$ cat src/rtl/arp_responder_cache_defines.svh
// Assertion macros for the ARP responder cache.
// Included by the top level; no other dependencies.
`ifndef ARP_RESPONDER_CACHE_DEFINES_SVH
`define ARP_RESPONDER_CACHE_DEFINES_SVH
`ifndef ASSERT_OFF
`define ARC_ASSERT_IMPL(lbl, clk, rst_n, prop) \
    lbl: assert property (@(posedge clk) disable iff (!rst_n) prop) else $error("assertion failed");
`define ARC_ASSERT_RESET(lbl, clk, prop) \
    lbl: assert property (@(posedge clk) prop) else $error("reset assertion failed");
`else
`define ARC_ASSERT_IMPL(lbl, clk, rst_n, prop)
`define ARC_ASSERT_RESET(lbl, clk, prop)
`endif
`endif

$ cat src/rtl/arc_pkg.sv
// Package for the ARP responder cache: constants, command and result codes,
// the state machine type and the cell control struct. No dependencies.
package arc_pkg;

    localparam int CACHE_ENTRIES_DEFAULT = 16;

    typedef enum logic [1:0] {
        CMD_PKT     = 2'd0,
        CMD_RESOLVE = 2'd1,
        CMD_READ    = 2'd2,
        CMD_BAD     = 2'd3
    } cmd_t;

    typedef enum logic [2:0] {
        KIND_CONSUMED = 3'd0,
        KIND_REJECTED = 3'd1,
        KIND_REPLY    = 3'd2,
        KIND_REQUEST  = 3'd3,
        KIND_HIT      = 3'd4,
        KIND_VALID    = 3'd5,
        KIND_INVALID  = 3'd6
    } kind_t;

    localparam logic [2:0] REG_IF0_ENABLE = 3'd0;
    localparam logic [2:0] REG_IF0_IP     = 3'd1;
    localparam logic [2:0] REG_IF0_MAC    = 3'd2;
    localparam logic [2:0] REG_IF1_ENABLE = 3'd3;
    localparam logic [2:0] REG_IF1_IP     = 3'd4;
    localparam logic [2:0] REG_IF1_MAC    = 3'd5;

    localparam logic [10:0] MIN_PKT_LEN   = 11'd28;
    localparam logic [15:0] HW_TYPE_ETH   = 16'h0001;
    localparam logic [15:0] PROTO_IPV4    = 16'h0800;
    localparam logic [15:0] ETHERTYPE_ARP = 16'h0806;
    localparam logic [7:0]  HW_LEN_ETH    = 8'd6;
    localparam logic [7:0]  PROTO_LEN_IP  = 8'd4;
    localparam logic [15:0] OPER_REQUEST  = 16'd1;
    localparam logic [1:0]  TX_OPER_REQ   = 2'd1;
    localparam logic [1:0]  TX_OPER_REPLY = 2'd2;
    localparam logic [7:0]  BCAST_BYTE    = 8'hFF;

    typedef enum logic [1:0] {
        ST_IDLE,
        ST_SCAN,
        ST_FINISH,
        ST_OUT
    } state_t;

    // Control word broadcast to every cell of the chain alongside the data.
    typedef struct packed {
        logic        load;    // a slot takes ip and mac this cycle
        logic        shift;   // rotate contents one cell
    } cell_ctrl_t;

endpackage

$ cat src/rtl/arp_responder_cache.sv
// ARP responder cache: one transaction at a time. An accepted item rotates the
// cell chain once around (checking the head slot each cycle), then passes through
// a finishing state into the output state, where the result is presented; a new
// item is accepted only after the result is taken.
// Synchronous active-low reset clears the cache and the interface registers.
`include "arp_responder_cache_defines.svh"
module arp_responder_cache #(
    parameter int CACHE_ENTRIES = arc_pkg::CACHE_ENTRIES_DEFAULT
) (
    input  logic         aclk,
    input  logic         aresetn,
    input  logic         cfg_valid,
    output logic         cfg_ready,
    input  logic [2:0]   cfg_index,
    input  logic [47:0]  cfg_data,
    input  logic         s_tvalid,
    output logic         s_tready,
    // pkt_len, hw_type, proto_type, hw_len, proto_len, oper_code,
    // peer_mac, peer_ip, query_ip, entry_index, iface_sel (192 bits)
    input  logic [191:0] s_tdata,
    // cmd
    input  logic [1:0]   s_tuser,
    output logic         m_tvalid,
    input  logic         m_tready,
    // tx_iface, eth_dest, tx_oper, tx_src_mac, tx_src_ip, tx_dst_mac,
    // tx_dst_ip, mac_value, ip_value (291 bits, padded to 296)
    output logic [295:0] m_tdata,
    // out_kind
    output logic [2:0]   m_tuser
);

    localparam int CW = $clog2(CACHE_ENTRIES + 1);

    // configuration
    logic        en_reg [2];
    logic [31:0] ifip_reg [2];
    logic [47:0] ifmac_reg [2];

    assign cfg_ready = 1'b1;

    always_ff @(posedge aclk) begin
        if (!aresetn) begin
            for (int k = 0; k < 2; k++) begin
                en_reg[k]    <= 1'b0;
                ifip_reg[k]  <= '0;
                ifmac_reg[k] <= '0;
            end
        end else if (cfg_valid) begin
            case (cfg_index)
                arc_pkg::REG_IF0_ENABLE: en_reg[0]    <= cfg_data[0];
                arc_pkg::REG_IF0_IP:     ifip_reg[0]  <= cfg_data[31:0];
                arc_pkg::REG_IF0_MAC:    ifmac_reg[0] <= cfg_data;
                arc_pkg::REG_IF1_ENABLE: en_reg[1]    <= cfg_data[0];
                arc_pkg::REG_IF1_IP:     ifip_reg[1]  <= cfg_data[31:0];
                arc_pkg::REG_IF1_MAC:    ifmac_reg[1] <= cfg_data;
                default: ;
            endcase
        end
    end

    // held item
    logic [193:0] item_reg;
    logic [1:0]   cmd;
    logic [10:0]  pkt_len;
    logic [15:0]  hw_type, proto_type, oper_code;
    logic [7:0]   hw_len, proto_len;
    logic [47:0]  peer_mac;
    logic [31:0]  peer_ip, query_ip;
    logic [3:0]   entry_index;
    logic         iface_sel;

    assign cmd         = item_reg[1:0];
    assign pkt_len     = item_reg[12:2];
    assign hw_type     = item_reg[28:13];
    assign proto_type  = item_reg[44:29];
    assign hw_len      = item_reg[52:45];
    assign proto_len   = item_reg[60:53];
    assign oper_code   = item_reg[76:61];
    assign peer_mac    = item_reg[124:77];
    assign peer_ip     = item_reg[156:125];
    assign query_ip    = item_reg[188:157];
    assign entry_index = item_reg[192:189];
    assign iface_sel   = item_reg[193];

    arc_pkg::state_t state_reg, state_next;
    logic [CW-1:0]   cnt_reg;
    logic            found_reg, found_next;  // matching entry found
    logic [47:0]     fmac_reg, fmac_next;
    logic [31:0]     fip_reg, fip_next;
    logic            fvalid_reg, fvalid_next;
    logic            written_reg, written_next;

    logic            pkt_ok;
    assign pkt_ok = (pkt_len >= arc_pkg::MIN_PKT_LEN) && (hw_type == arc_pkg::HW_TYPE_ETH)
        && (proto_type == arc_pkg::PROTO_IPV4) && (hw_len == arc_pkg::HW_LEN_ETH)
        && (proto_len == arc_pkg::PROTO_LEN_IP);

    // chain: cell 0 is the head; contents rotate so cell i moves to cell i-1
    // and the head wraps to the tail. After CACHE_ENTRIES shifts all return.
    logic [31:0] c_ip    [CACHE_ENTRIES];
    logic [47:0] c_mac   [CACHE_ENTRIES];
    logic        c_valid [CACHE_ENTRIES];
    arc_pkg::cell_ctrl_t ctrl;
    logic        learn_hit, wrap_write;

    // head slot number during the scan is cnt_reg
    assign learn_hit = (state_reg == arc_pkg::ST_SCAN) && (cmd == arc_pkg::CMD_PKT) && pkt_ok
        && !written_reg && (!c_valid[0] || c_ip[0] == peer_ip);
    // no free slot: slot 0 is back at the head in the finishing cycle
    assign wrap_write = (state_reg == arc_pkg::ST_FINISH) && (cmd == arc_pkg::CMD_PKT)
        && pkt_ok && !written_reg;

    assign ctrl.shift = (state_reg == arc_pkg::ST_SCAN);
    assign ctrl.load  = learn_hit || wrap_write;

    for (genvar g = 0; g < CACHE_ENTRIES; g++) begin : g_cell
        arc_cell u_cell (
            .aclk      (aclk),
            .aresetn   (aresetn),
            .ctrl      (ctrl),
            .wr_en     (g == CACHE_ENTRIES - 1 ? learn_hit : (g == 0 ? wrap_write : 1'b0)),
            .wr_ip     (peer_ip),
            .wr_mac    (peer_mac),
            .prev_ip   (c_ip[(g + 1) % CACHE_ENTRIES]),
            .prev_mac  (c_mac[(g + 1) % CACHE_ENTRIES]),
            .prev_valid(c_valid[(g + 1) % CACHE_ENTRIES]),
            .ip_reg    (c_ip[g]),
            .mac_reg   (c_mac[g]),
            .valid_reg (c_valid[g])
        );
    end

    // next state
    always_comb begin
        state_next = state_reg;
        case (state_reg)
            arc_pkg::ST_IDLE:   if (s_tvalid) state_next = arc_pkg::ST_SCAN;
            arc_pkg::ST_SCAN:
                if (cnt_reg == CW'(CACHE_ENTRIES - 1)) state_next = arc_pkg::ST_FINISH;
            arc_pkg::ST_FINISH: state_next = arc_pkg::ST_OUT;
            arc_pkg::ST_OUT:    if (m_tready) state_next = arc_pkg::ST_IDLE;
            default:            state_next = arc_pkg::ST_IDLE;
        endcase
    end

    // scan bookkeeping
    always_comb begin
        found_next   = found_reg;
        fmac_next    = fmac_reg;
        fip_next     = fip_reg;
        fvalid_next  = fvalid_reg;
        written_next = written_reg || learn_hit || wrap_write;
        if (state_reg == arc_pkg::ST_SCAN) begin
            if (cmd == arc_pkg::CMD_RESOLVE && !found_reg && c_valid[0]
                    && c_ip[0] == query_ip) begin
                found_next = 1'b1;
                fmac_next  = c_mac[0];
            end
            if (cmd == arc_pkg::CMD_READ && {{(32 - CW){1'b0}}, cnt_reg}
                    == {28'd0, entry_index}) begin
                found_next  = 1'b1;
                fvalid_next = c_valid[0];
                fmac_next   = c_mac[0];
                fip_next    = c_ip[0];
            end
        end
    end

    always_ff @(posedge aclk) begin
        if (!aresetn) begin
            state_reg   <= arc_pkg::ST_IDLE;
            cnt_reg     <= '0;
            found_reg   <= 1'b0;
            fvalid_reg  <= 1'b0;
            written_reg <= 1'b0;
        end else begin
            state_reg   <= state_next;
            found_reg   <= found_next;
            fvalid_reg  <= fvalid_next;
            written_reg <= written_next;
            if (state_reg == arc_pkg::ST_SCAN) cnt_reg <= cnt_reg + CW'(1);
            if (state_reg == arc_pkg::ST_IDLE) begin
                cnt_reg     <= '0;
                found_reg   <= 1'b0;
                fvalid_reg  <= 1'b0;
                written_reg <= 1'b0;
            end
        end
    end

    always_ff @(posedge aclk) begin
        fmac_reg <= fmac_next;
        fip_reg  <= fip_next;
        if (state_reg == arc_pkg::ST_IDLE && s_tvalid) item_reg <= {s_tdata, s_tuser};
    end

    // outputs
    logic [2:0]  kind;
    logic        tx_iface;
    logic [47:0] eth_dest, tx_src_mac, tx_dst_mac, mac_value;
    logic [1:0]  tx_oper;
    logic [31:0] tx_src_ip, tx_dst_ip, ip_value;
    logic        m0, m1;

    assign m0 = en_reg[0] && ifip_reg[0] == query_ip;
    assign m1 = en_reg[1] && ifip_reg[1] == query_ip;

    always_comb begin
        kind = arc_pkg::KIND_REJECTED;
        tx_iface = 1'b0; eth_dest = '0; tx_oper = '0; tx_src_mac = '0;
        tx_src_ip = '0; tx_dst_mac = '0; tx_dst_ip = '0; mac_value = '0; ip_value = '0;
        case (cmd)
            arc_pkg::CMD_PKT: begin
                if (pkt_ok) begin
                    kind = arc_pkg::KIND_CONSUMED;
                    if (oper_code == arc_pkg::OPER_REQUEST && (m0 || m1)) begin
                        kind       = arc_pkg::KIND_REPLY;
                        tx_iface   = !m0;
                        eth_dest   = peer_mac;
                        tx_oper    = arc_pkg::TX_OPER_REPLY;
                        tx_src_mac = m0 ? ifmac_reg[0] : ifmac_reg[1];
                        tx_src_ip  = query_ip;
                        tx_dst_mac = peer_mac;
                        tx_dst_ip  = peer_ip;
                    end
                end
            end
            arc_pkg::CMD_RESOLVE: begin
                if (found_reg) begin
                    kind      = arc_pkg::KIND_HIT;
                    mac_value = fmac_reg;
                end else begin
                    kind       = arc_pkg::KIND_REQUEST;
                    tx_iface   = iface_sel;
                    eth_dest   = {6{arc_pkg::BCAST_BYTE}};
                    tx_oper    = arc_pkg::TX_OPER_REQ;
                    tx_src_mac = ifmac_reg[iface_sel];
                    tx_src_ip  = ifip_reg[iface_sel];
                    tx_dst_ip  = query_ip;
                end
            end
            arc_pkg::CMD_READ: begin
                if (found_reg && fvalid_reg) begin
                    kind      = arc_pkg::KIND_VALID;
                    mac_value = fmac_reg;
                    ip_value  = fip_reg;
                end else begin
                    kind = arc_pkg::KIND_INVALID;
                end
            end
            default: kind = arc_pkg::KIND_REJECTED;
        endcase
    end

    assign s_tready = (state_reg == arc_pkg::ST_IDLE);
    assign m_tvalid = (state_reg == arc_pkg::ST_OUT);
    assign m_tuser  = kind;
    assign m_tdata  = {5'd0, ip_value, mac_value, tx_dst_ip, tx_dst_mac, tx_src_ip,
                       tx_src_mac, tx_oper, eth_dest, tx_iface};

    `ARC_ASSERT_IMPL(a_one_side, aclk, aresetn, !(s_tready && m_tvalid))
    `ARC_ASSERT_IMPL(a_scan_len, aclk, aresetn,
        (state_reg == arc_pkg::ST_FINISH) |-> (cnt_reg == CW'(CACHE_ENTRIES)))
    `ARC_ASSERT_IMPL(a_learn_once, aclk, aresetn, !(written_reg && ctrl.load))
    `ARC_ASSERT_RESET(a_reset_idle, aclk, !aresetn |=> s_tready && !m_tvalid)

endmodule

$ cat src/rtl/arc_cell.sv
// One cache slot of the rotating chain: ip, mac and valid flag.
// Depends on arc_pkg.
module arc_cell (
    input  logic               aclk,
    input  logic               aresetn,
    input  arc_pkg::cell_ctrl_t ctrl,
    input  logic               wr_en,
    input  logic [31:0]        wr_ip,
    input  logic [47:0]        wr_mac,
    input  logic [31:0]        prev_ip,
    input  logic [47:0]        prev_mac,
    input  logic               prev_valid,
    output logic [31:0]        ip_reg,
    output logic [47:0]        mac_reg,
    output logic               valid_reg
);

    logic [31:0] ip_next;
    logic [47:0] mac_next;
    logic        valid_next;

    always_comb begin
        ip_next    = ip_reg;
        mac_next   = mac_reg;
        valid_next = valid_reg;
        if (ctrl.shift) begin
            ip_next    = prev_ip;
            mac_next   = prev_mac;
            valid_next = prev_valid;
        end
        if (ctrl.load && wr_en) begin
            ip_next    = wr_ip;
            mac_next   = wr_mac;
            valid_next = 1'b1;
        end
    end

    always_ff @(posedge aclk) begin
        if (!aresetn) begin
            ip_reg    <= '0;
            mac_reg   <= '0;
            valid_reg <= 1'b0;
        end else begin
            ip_reg    <= ip_next;
            mac_reg   <= mac_next;
            valid_reg <= valid_next;
        end
    end

endmodule

$ cat config.mk
export PLATFORM = sky130hd
export DESIGN_NAME = arp_responder_cache
export DESIGN_NICKNAME = d
export VERILOG_FILES = /design/src/rtl/arc_pkg.sv /design/src/rtl/arp_responder_cache.sv /design/src/rtl/arc_cell.sv
export VERILOG_INCLUDE_DIRS = /design/src /design/src/rtl
export SDC_FILE = /design/constraint.sdc
export NUM_CORES = 2
export LEC_CHECK = 0
export BUFFER_PORTS_ARGS = -buffer_cell sky130_fd_sc_hd__buf_2
export CAP_MARGIN = 0
export CORE_MARGIN = 2
export CORE_UTILIZATION = 60
export CTS_BUF_LIST = sky130_fd_sc_hd__clkbuf_8
export DETAILED_ROUTE_END_ITERATION = 8
export HOLD_SLACK_MARGIN = 0.08
export PLACE_DENSITY = 0.8
export SYNTH_ARGS = -nofsm -noshare
export SYNTH_HDL_FRONTEND = slang
export SYNTH_SLANG_ARGS = --single-unit
$ cat constraint.sdc
create_clock -name aclk -period 10.4 [get_ports aclk]
set_clock_uncertainty 0.1 [all_clocks]
set_input_delay 1.04 -clock aclk [delete_from_list [all_inputs] [get_ports aclk]]
set_output_delay 1.04 -clock aclk [all_outputs]
set_load 0.01 [all_outputs]
# ---- Word-level counts from Yosys, hierarchy flattened
# Memories as Yosys holds them, arrays and structs flattened. A register that Yosys moved wholly into a read port is not among the register bits.
# Index checks and enable logic that the tools add are counted.
dict set report word_totals {
  reg_bits 1580
  in_bits 250
  output_inout_bits 302
  mem_count 3
  mem_bits_rw 162
  word_cells 222
}
dict set report op_classes {
  reduce_logical 41
  bitwise_logic 7
  order_cmp 1
  add_sub_neg 1
  muxes 89
  n_eq_ne 24
}
# name words word_bits rd rd_clocked_by_memory_dff wr line
set memory_table {}
lappend memory_table {ifmac_reg 2 48 3 1 2 arp_responder_cache.sv:37} ;# logic [47:0] ifmac_reg [2];
lappend memory_table {ifip_reg 2 32 3 1 2 arp_responder_cache.sv:36} ;# logic [31:0] ifip_reg [2];
lappend memory_table {en_reg 2 1 2 0 2 arp_responder_cache.sv:35} ;# logic en_reg [2];
# op n
set ops {}
lappend ops {{48-bit two-way mux} 18}
lappend ops {{32-bit two-way mux} 14}
lappend ops {{48-bit case mux with 2 select lines} 3}
lappend ops {{32-bit == test} 4}
lappend ops {{32-bit case mux with 2 select lines} 2}
lappend ops {{1-bit two-way mux} 39}
lappend ops {{16-bit by 1-bit == test with 1-bit output (second input constant)} 2}
lappend ops {{1-bit logical AND} 22}
lappend ops {{16-bit by 12-bit == test with 1-bit output (second input constant)} 1}
lappend ops {{8-bit by 3-bit == test with 1-bit output (second input constant)} 2}
lappend ops {{2-bit two-way mux} 8}
lappend ops {{11-bit by 5-bit greater-or-equal comparator with 1-bit output (second input constant)} 1}
lappend ops {{3-bit case mux with 3 select lines} 1}
lappend ops {{2-bit case mux with 4 select lines} 1}
lappend ops {{2-bit == test (second input constant)} 3}
lappend ops {{3-bit by 2-bit == test with 1-bit output (second input constant)} 2}
lappend ops {{3-bit == test (second input constant)} 2}
lappend ops {{1-bit OR} 6}
lappend ops {{2-bit nonzero test} 3}
lappend ops {{5-bit by 1-bit adder with 5-bit output (second input constant)} 1}
lappend ops {{5-bit by 4-bit == test with 1-bit output} 1}
lappend ops {{5-bit by 4-bit == test with 1-bit output (second input constant)} 1}
lappend ops {{1-bit logical OR} 5}
lappend ops {{2-bit by 1-bit == test with 1-bit output (second input constant)} 2}
lappend ops {{13 further kinds} 19}

# ---- Longest topological paths before layout
dict set report logic_depth {
  ltp_word 11
  ltp_mapped 10
  ltp_nobuf 8
}

# ---- Modules after synthesis
# From an unflattened synthesis, not the netlist that was laid out.
dict set report unflattened {
  hier_cells 7343
  hier_area_um2 92890.3
}
# module seq_area_each_um2 area_per_inst_um2 cells_per_inst n_inst
set by_module_without_submodules {}
lappend by_module_without_submodules {arc_cell 1621.6 4534.3 369 16}
lappend by_module_without_submodules {arp_responder_cache 13252.7 20340.8 1439 1}

# ---- Least setup slack after synthesis
# No wires, ideal clock.
dict set report synth_timing {
  path_type {input to register}
  start {input port s_tvalid}
  end {register with a tool-made name}
  t_arrival_ns 6.118
  t_required_ns 10.219
  slack_ns 4.101
  path_buffers 0
  cell_stages 2
  setup_time_ns 0.081
  path_cell_list {and2_1 -> mux2_2}
}
# item line
set synth_lines {}
lappend synth_lines {{from (decl)} arp_responder_cache.sv:16} ;# input logic s_tvalid,

# ---- Worst setup path after layout
dict set report layout_timing {
  start {register item_reg[175]}
  end {output port m_tdata[181]}
}
dict set report layout_between {
  elab_chain_len 7
  elab_cells_between_ends 9
  classes_between {2 x eq/ne; 3 x mux; 4 x reduce/logical}
}
# item line
set layout_rtl {}
lappend layout_rtl {{from (decl)} arp_responder_cache.sv:62} ;# logic [193:0] item_reg;
lappend layout_rtl {{from (signal assigned)} arp_responder_cache.sv:194} ;# if (state_reg == arc_pkg::ST_IDLE && s_tvalid) item_reg <= {s_tdata, s_tuser};
lappend layout_rtl {{32-bit == test (on tied branches)} {arp_responder_cache.sv:205, arp_responder_cache.sv:206}}
lappend layout_rtl {{1-bit logical AND (on tied branches)} {arp_responder_cache.sv:205, arp_responder_cache.sv:206}}
lappend layout_rtl {{1-bit logical OR (*)} arp_responder_cache.sv:216} ;# if (oper_code == arc_pkg::OPER_REQUEST && (m0 || m1)) begin
lappend layout_rtl {{1-bit logical AND (*)} arp_responder_cache.sv:216}
lappend layout_rtl {{32-bit two-way mux (*)} arp_responder_cache.sv:216}
lappend layout_rtl {{32-bit two-way mux (*)} arp_responder_cache.sv:214} ;# if (pkt_ok) begin
lappend layout_rtl {{32-bit case mux with 2 select lines (*)} arp_responder_cache.sv:212} ;# case (cmd)
lappend layout_rtl {{to (decl)} arp_responder_cache.sv:27} ;# output logic [295:0] m_tdata,
# Every way passes the cells marked *; elsewhere a longest branch is shown, timed or not.

==> impl_results.rst <==
.. list-table::
   :header-rows: 1

   * - Metric
     - Value
   * - Vertical extent of the die
     - 344.8 um
   * - Startpoint of the worst-slack reg-to-reg timing path
     - state_reg[0]$_SDFFE_PN0P_
   * - Core Util, Final
     - 0.6799
   * - Leakage dissipation
     - 30.58 nW
   * - H-Tree Depth
     - 5
   * - Yosys warns
     - 0
   * - Crit. End Element
     - primary output
   * - Via count of the routed design
     - 44,460
   * - Final GP Congestion
     - 0.8990
   * - Setup ws final
     - 4.310 ns
   * - Post-placement cell area
     - 72,940 um^2
   * - Starting utilization of the core area
     - 0.6022
   * - HPWL after DPL
     - 98,230 um
   * - Kind of path behind the tightest hold check
     - in -> reg
   * - TritonCTS clock tree
     - yes
   * - Flop2flop setup slack
     - 5.81 ns
   * - Max_cap viols
     - 0
   * - Number of placement rows
     - 125
   * - Worst vdd rail ir drop
     - 0.2562 mV
   * - Mean routed wirelength per cell
     - 19.23 um
   * - Flop and latch count out of synthesis
     - 1,741
   * - Largest net degree at the start of global routing
     - 308
   * - Clock tree sinks
     - 1,741
   * - Net count reported at finish
     - 6,593
   * - Global route overflow
     - 0
   * - Worst max-slew margin expressed relative to the limit
     - 0.1853
   * - Area of all placed cells without fillers
     - 78,690 um^2
   * - Buffer cell driving the clock tree root
     - sky130_fd_sc_hd__clkbuf_8
   * - Worst Reg-to-Reg Cells
     - 7
   * - DRC violations left
     - 0
   * - Power density over cell area
     - 220.2 nW/um^2
   * - Top_reg_cell synth
     - sky130_fd_sc_hd__dfxtp_1
   * - Run status
     - completed
   * - Detailed Routing Iterations Pass 1
     - 5
   * - Setup TNS
     - 0 ns
   * - Arrival time of the worst setup path
     - 4.95 ns
   * - Vias/cell
     - 5.506
   * - All-Layer GR Usage
     - 0.2531
   * - Fin. Hold Viols
     - 0
   * - Placeable core region
     - 115,700 um^2
   * - Post-synthesis async set-or-reset flop share
     - 0
   * - Hold EP
     - item_reg[25]$_DFFE_PP_
   * - Portion of the clock cycle consumed by the worst path in the final layout
     - 0.5856
   * - Global-route wire length before repair
     - 236,600 um
   * - Vias in the first global route
     - 42,880
   * - Post-synthesis cell type count
     - 56
   * - Highest clock rate
     - 0.1642 GHz
   * - CTS buffer count
     - 293
   * - Postcts setup bufs
     - 0
   * - Total setup violations reported at the end of the flow
     - 0
   * - Antenna violations before repair
     - 13
   * - Count of nets left with antenna violations after detail routing
     - 0
   * - Hold-fix buffers, CTS
     - 0
   * - Max reg flops
     - 768
   * - Number of DRC markers after the initial detailed-route iteration
     - 3,823
   * - EDFF count, synth
     - 434
   * - Critical Path Fanout Max
     - 98
   * - Layout cells sized above 1
     - 0.1560
   * - Average cell area after synthesis
     - 11.78 um^2
   * - Setup repair after global routing missed its margin
     - false
   * - Syn Inst Count
     - 5,915
   * - Worst slack, placed
     - 5.313 ns
   * - Cells on Worst Hold Path
     - 1
   * - Shortest clock period the worst path allows after layout
     - 6.090 ns
   * - Total routed wirelength
     - 155,300 um
   * - Seq/Total Area, Yosys
     - 0.5624
   * - Critical hold path startpoint
     - s_tdata[23]
   * - Maximum buffer depth of the clock tree
     - 4
   * - Num ports
     - 552
   * - Area added between synthesis and finish
     - 12.91%
   * - Total of buffers placed on input and output ports
     - 543
   * - Number of max-slew violations in the final report
     - 0
   * - Critical register-to-register path endpoint
     - g_cell[0].u_cell.ip_reg[22]$_SDFFE_PN0P_
   * - Floorplan die area
     - 118,900 um^2
   * - Required arrival time at the worst endpoint
     - 9.26 ns
   * - Die width
     - 344.8 um
   * - Insertion delay of the later-clocked pin in the worst-skew pair
     - 0.95 ns
   * - WS Path Type
     - reg -> out
   * - Critical path startpoint category
     - flop
   * - Transition at the pin with the smallest max-transition slack
     - 1.222 ns
   * - CTS clk-pin slew, worst paths
     - 0.06 ns
   * - Total power
     - 17.33 mW
   * - Post-synth design cell area
     - 69,700 um^2
   * - Post-CTS sizing
     - 0
-- where the power goes --
part / leakage (nW) / switching (mW) / total [mW] / internal (mW)
sequential: 14.6 / 0.488 / 7.93 / 7.44
combinational: 12.7 / 1.94 / 3.52 / 1.57
clock: 3.28 / 2.63 / 5.88 / 3.25
-- worst max-delay path by stage --
stage               slack [ns]            to                     from
global placement          5.38  m_tdata[114]  item_reg[172]$_DFFE_PP_
finish                    4.31  m_tdata[181]  item_reg[175]$_DFFE_PP_
detailed placement        5.31  m_tdata[114]  item_reg[175]$_DFFE_PP_
global route              4.11  m_tdata[205]  item_reg[175]$_DFFE_PP_
CTS                       4.30  m_tdata[181]  item_reg[175]$_DFFE_PP_
floorplan                 4.10          flop                 s_tvalid
-- area by class of cell --
type | instances | area [um^2]
diodes | 8 | 20.02
clock buffers | 361 | 4969
clock inverters | 144 | 768.2
fillers | 8458 | 37040
inverters | 13 | 50.05
multi-input cells | 3692 | 28590
flip-flops and latches | 1741 | 39200
well taps | 1524 | 1907
repair buffers | 592 | 3183
-- routing by layer --
layer	vias up	track usage	wire (um)
met5	-	0	63
met4	10	0.1008	5315
met3	312	0.06899	12700
met2	1489	0.3909	69740
met1	21210	0.3384	67490
li1	21450	-	-
-- cell families (layout without fill, tap and decap cells) --
kind of cell / Yosys count / count (layout) / share of synthesized area
flops: 1741 / 1741 / 0.5624
simple gates: 1734 / 1734 / 0.1495
mux: 1298 / 1298 / 0.1864
compound gates: 507 / 507 / 0.05352
buf+inv: 486 / 1110 / 0.02905
xor+xnor: 137 / 137 / 0.01722
fa+ha+maj: 10 / 10 / 0.001795
other cells: 2 / 14 / 0.0001078
-- worst max-delay path: stages, from the launching register on --
cell	delay, ns
sky130_fd_sc_hd__edfxtp_1	0.59
sky130_fd_sc_hd__xor2_1	0.27
sky130_fd_sc_hd__nor4_1	0.34
sky130_fd_sc_hd__nand4_1	0.15
sky130_fd_sc_hd__nor4_1	0.59
sky130_fd_sc_hd__o2111a_4	0.81
sky130_fd_sc_hd__buf_4	0.70
sky130_fd_sc_hd__a22o_1	0.30
sky130_fd_sc_hd__buf_2	0.15
-- cell usage after synthesis, types with 51 or more instances --
library cell	instances	share of area
sky130_fd_sc_hd__and2_1	209	0.019
sky130_fd_sc_hd__nand2_1	97	0.0052
sky130_fd_sc_hd__nor2b_1	1136	0.10
sky130_fd_sc_hd__and3_1	51	0.0046
sky130_fd_sc_hd__mux2i_1	1297	0.19
sky130_fd_sc_hd__o21ai_0	167	0.012
sky130_fd_sc_hd__o211a_1	81	0.012
sky130_fd_sc_hd__a31oi_1	81	0.0073
sky130_fd_sc_hd__edfxtp_1	434	0.19
sky130_fd_sc_hd__nor2_1	57	0.0031
sky130_fd_sc_hd__xor2_1	98	0.012
sky130_fd_sc_hd__nand3_1	84	0.0060
sky130_fd_sc_hd__clkbuf_1	329	0.018
sky130_fd_sc_hd__buf_1	68	0.0037
sky130_fd_sc_hd__dfxtp_1	1307	0.38
-- through the flow --
step,std cells,hold WS [ns]
CTS,8067,0.08077
global route,8073,0.1225
detailed placement,7562,0.3365
global placement,7562,0.3291
finish,8075,0.1637
floorplan,5919,0.3231
-- placed cells by master (no fill, tap or decap), drive strengths merged, types with 48 or more instances in the layout --
cell and count:
o211a 81, nor4 48, nor2 58, a311o 48, and3 51, mux2i 1297
o21ai 167, nand2 97, inv 107, dfxtp 1307, xor2 98, buf 592
a21o 48, and2 209, edfxtp 434, a31oi 81, nand3 85, nor2b 1136
clkbuf 361
Note: power is estimated with default switching activity, not from simulation.
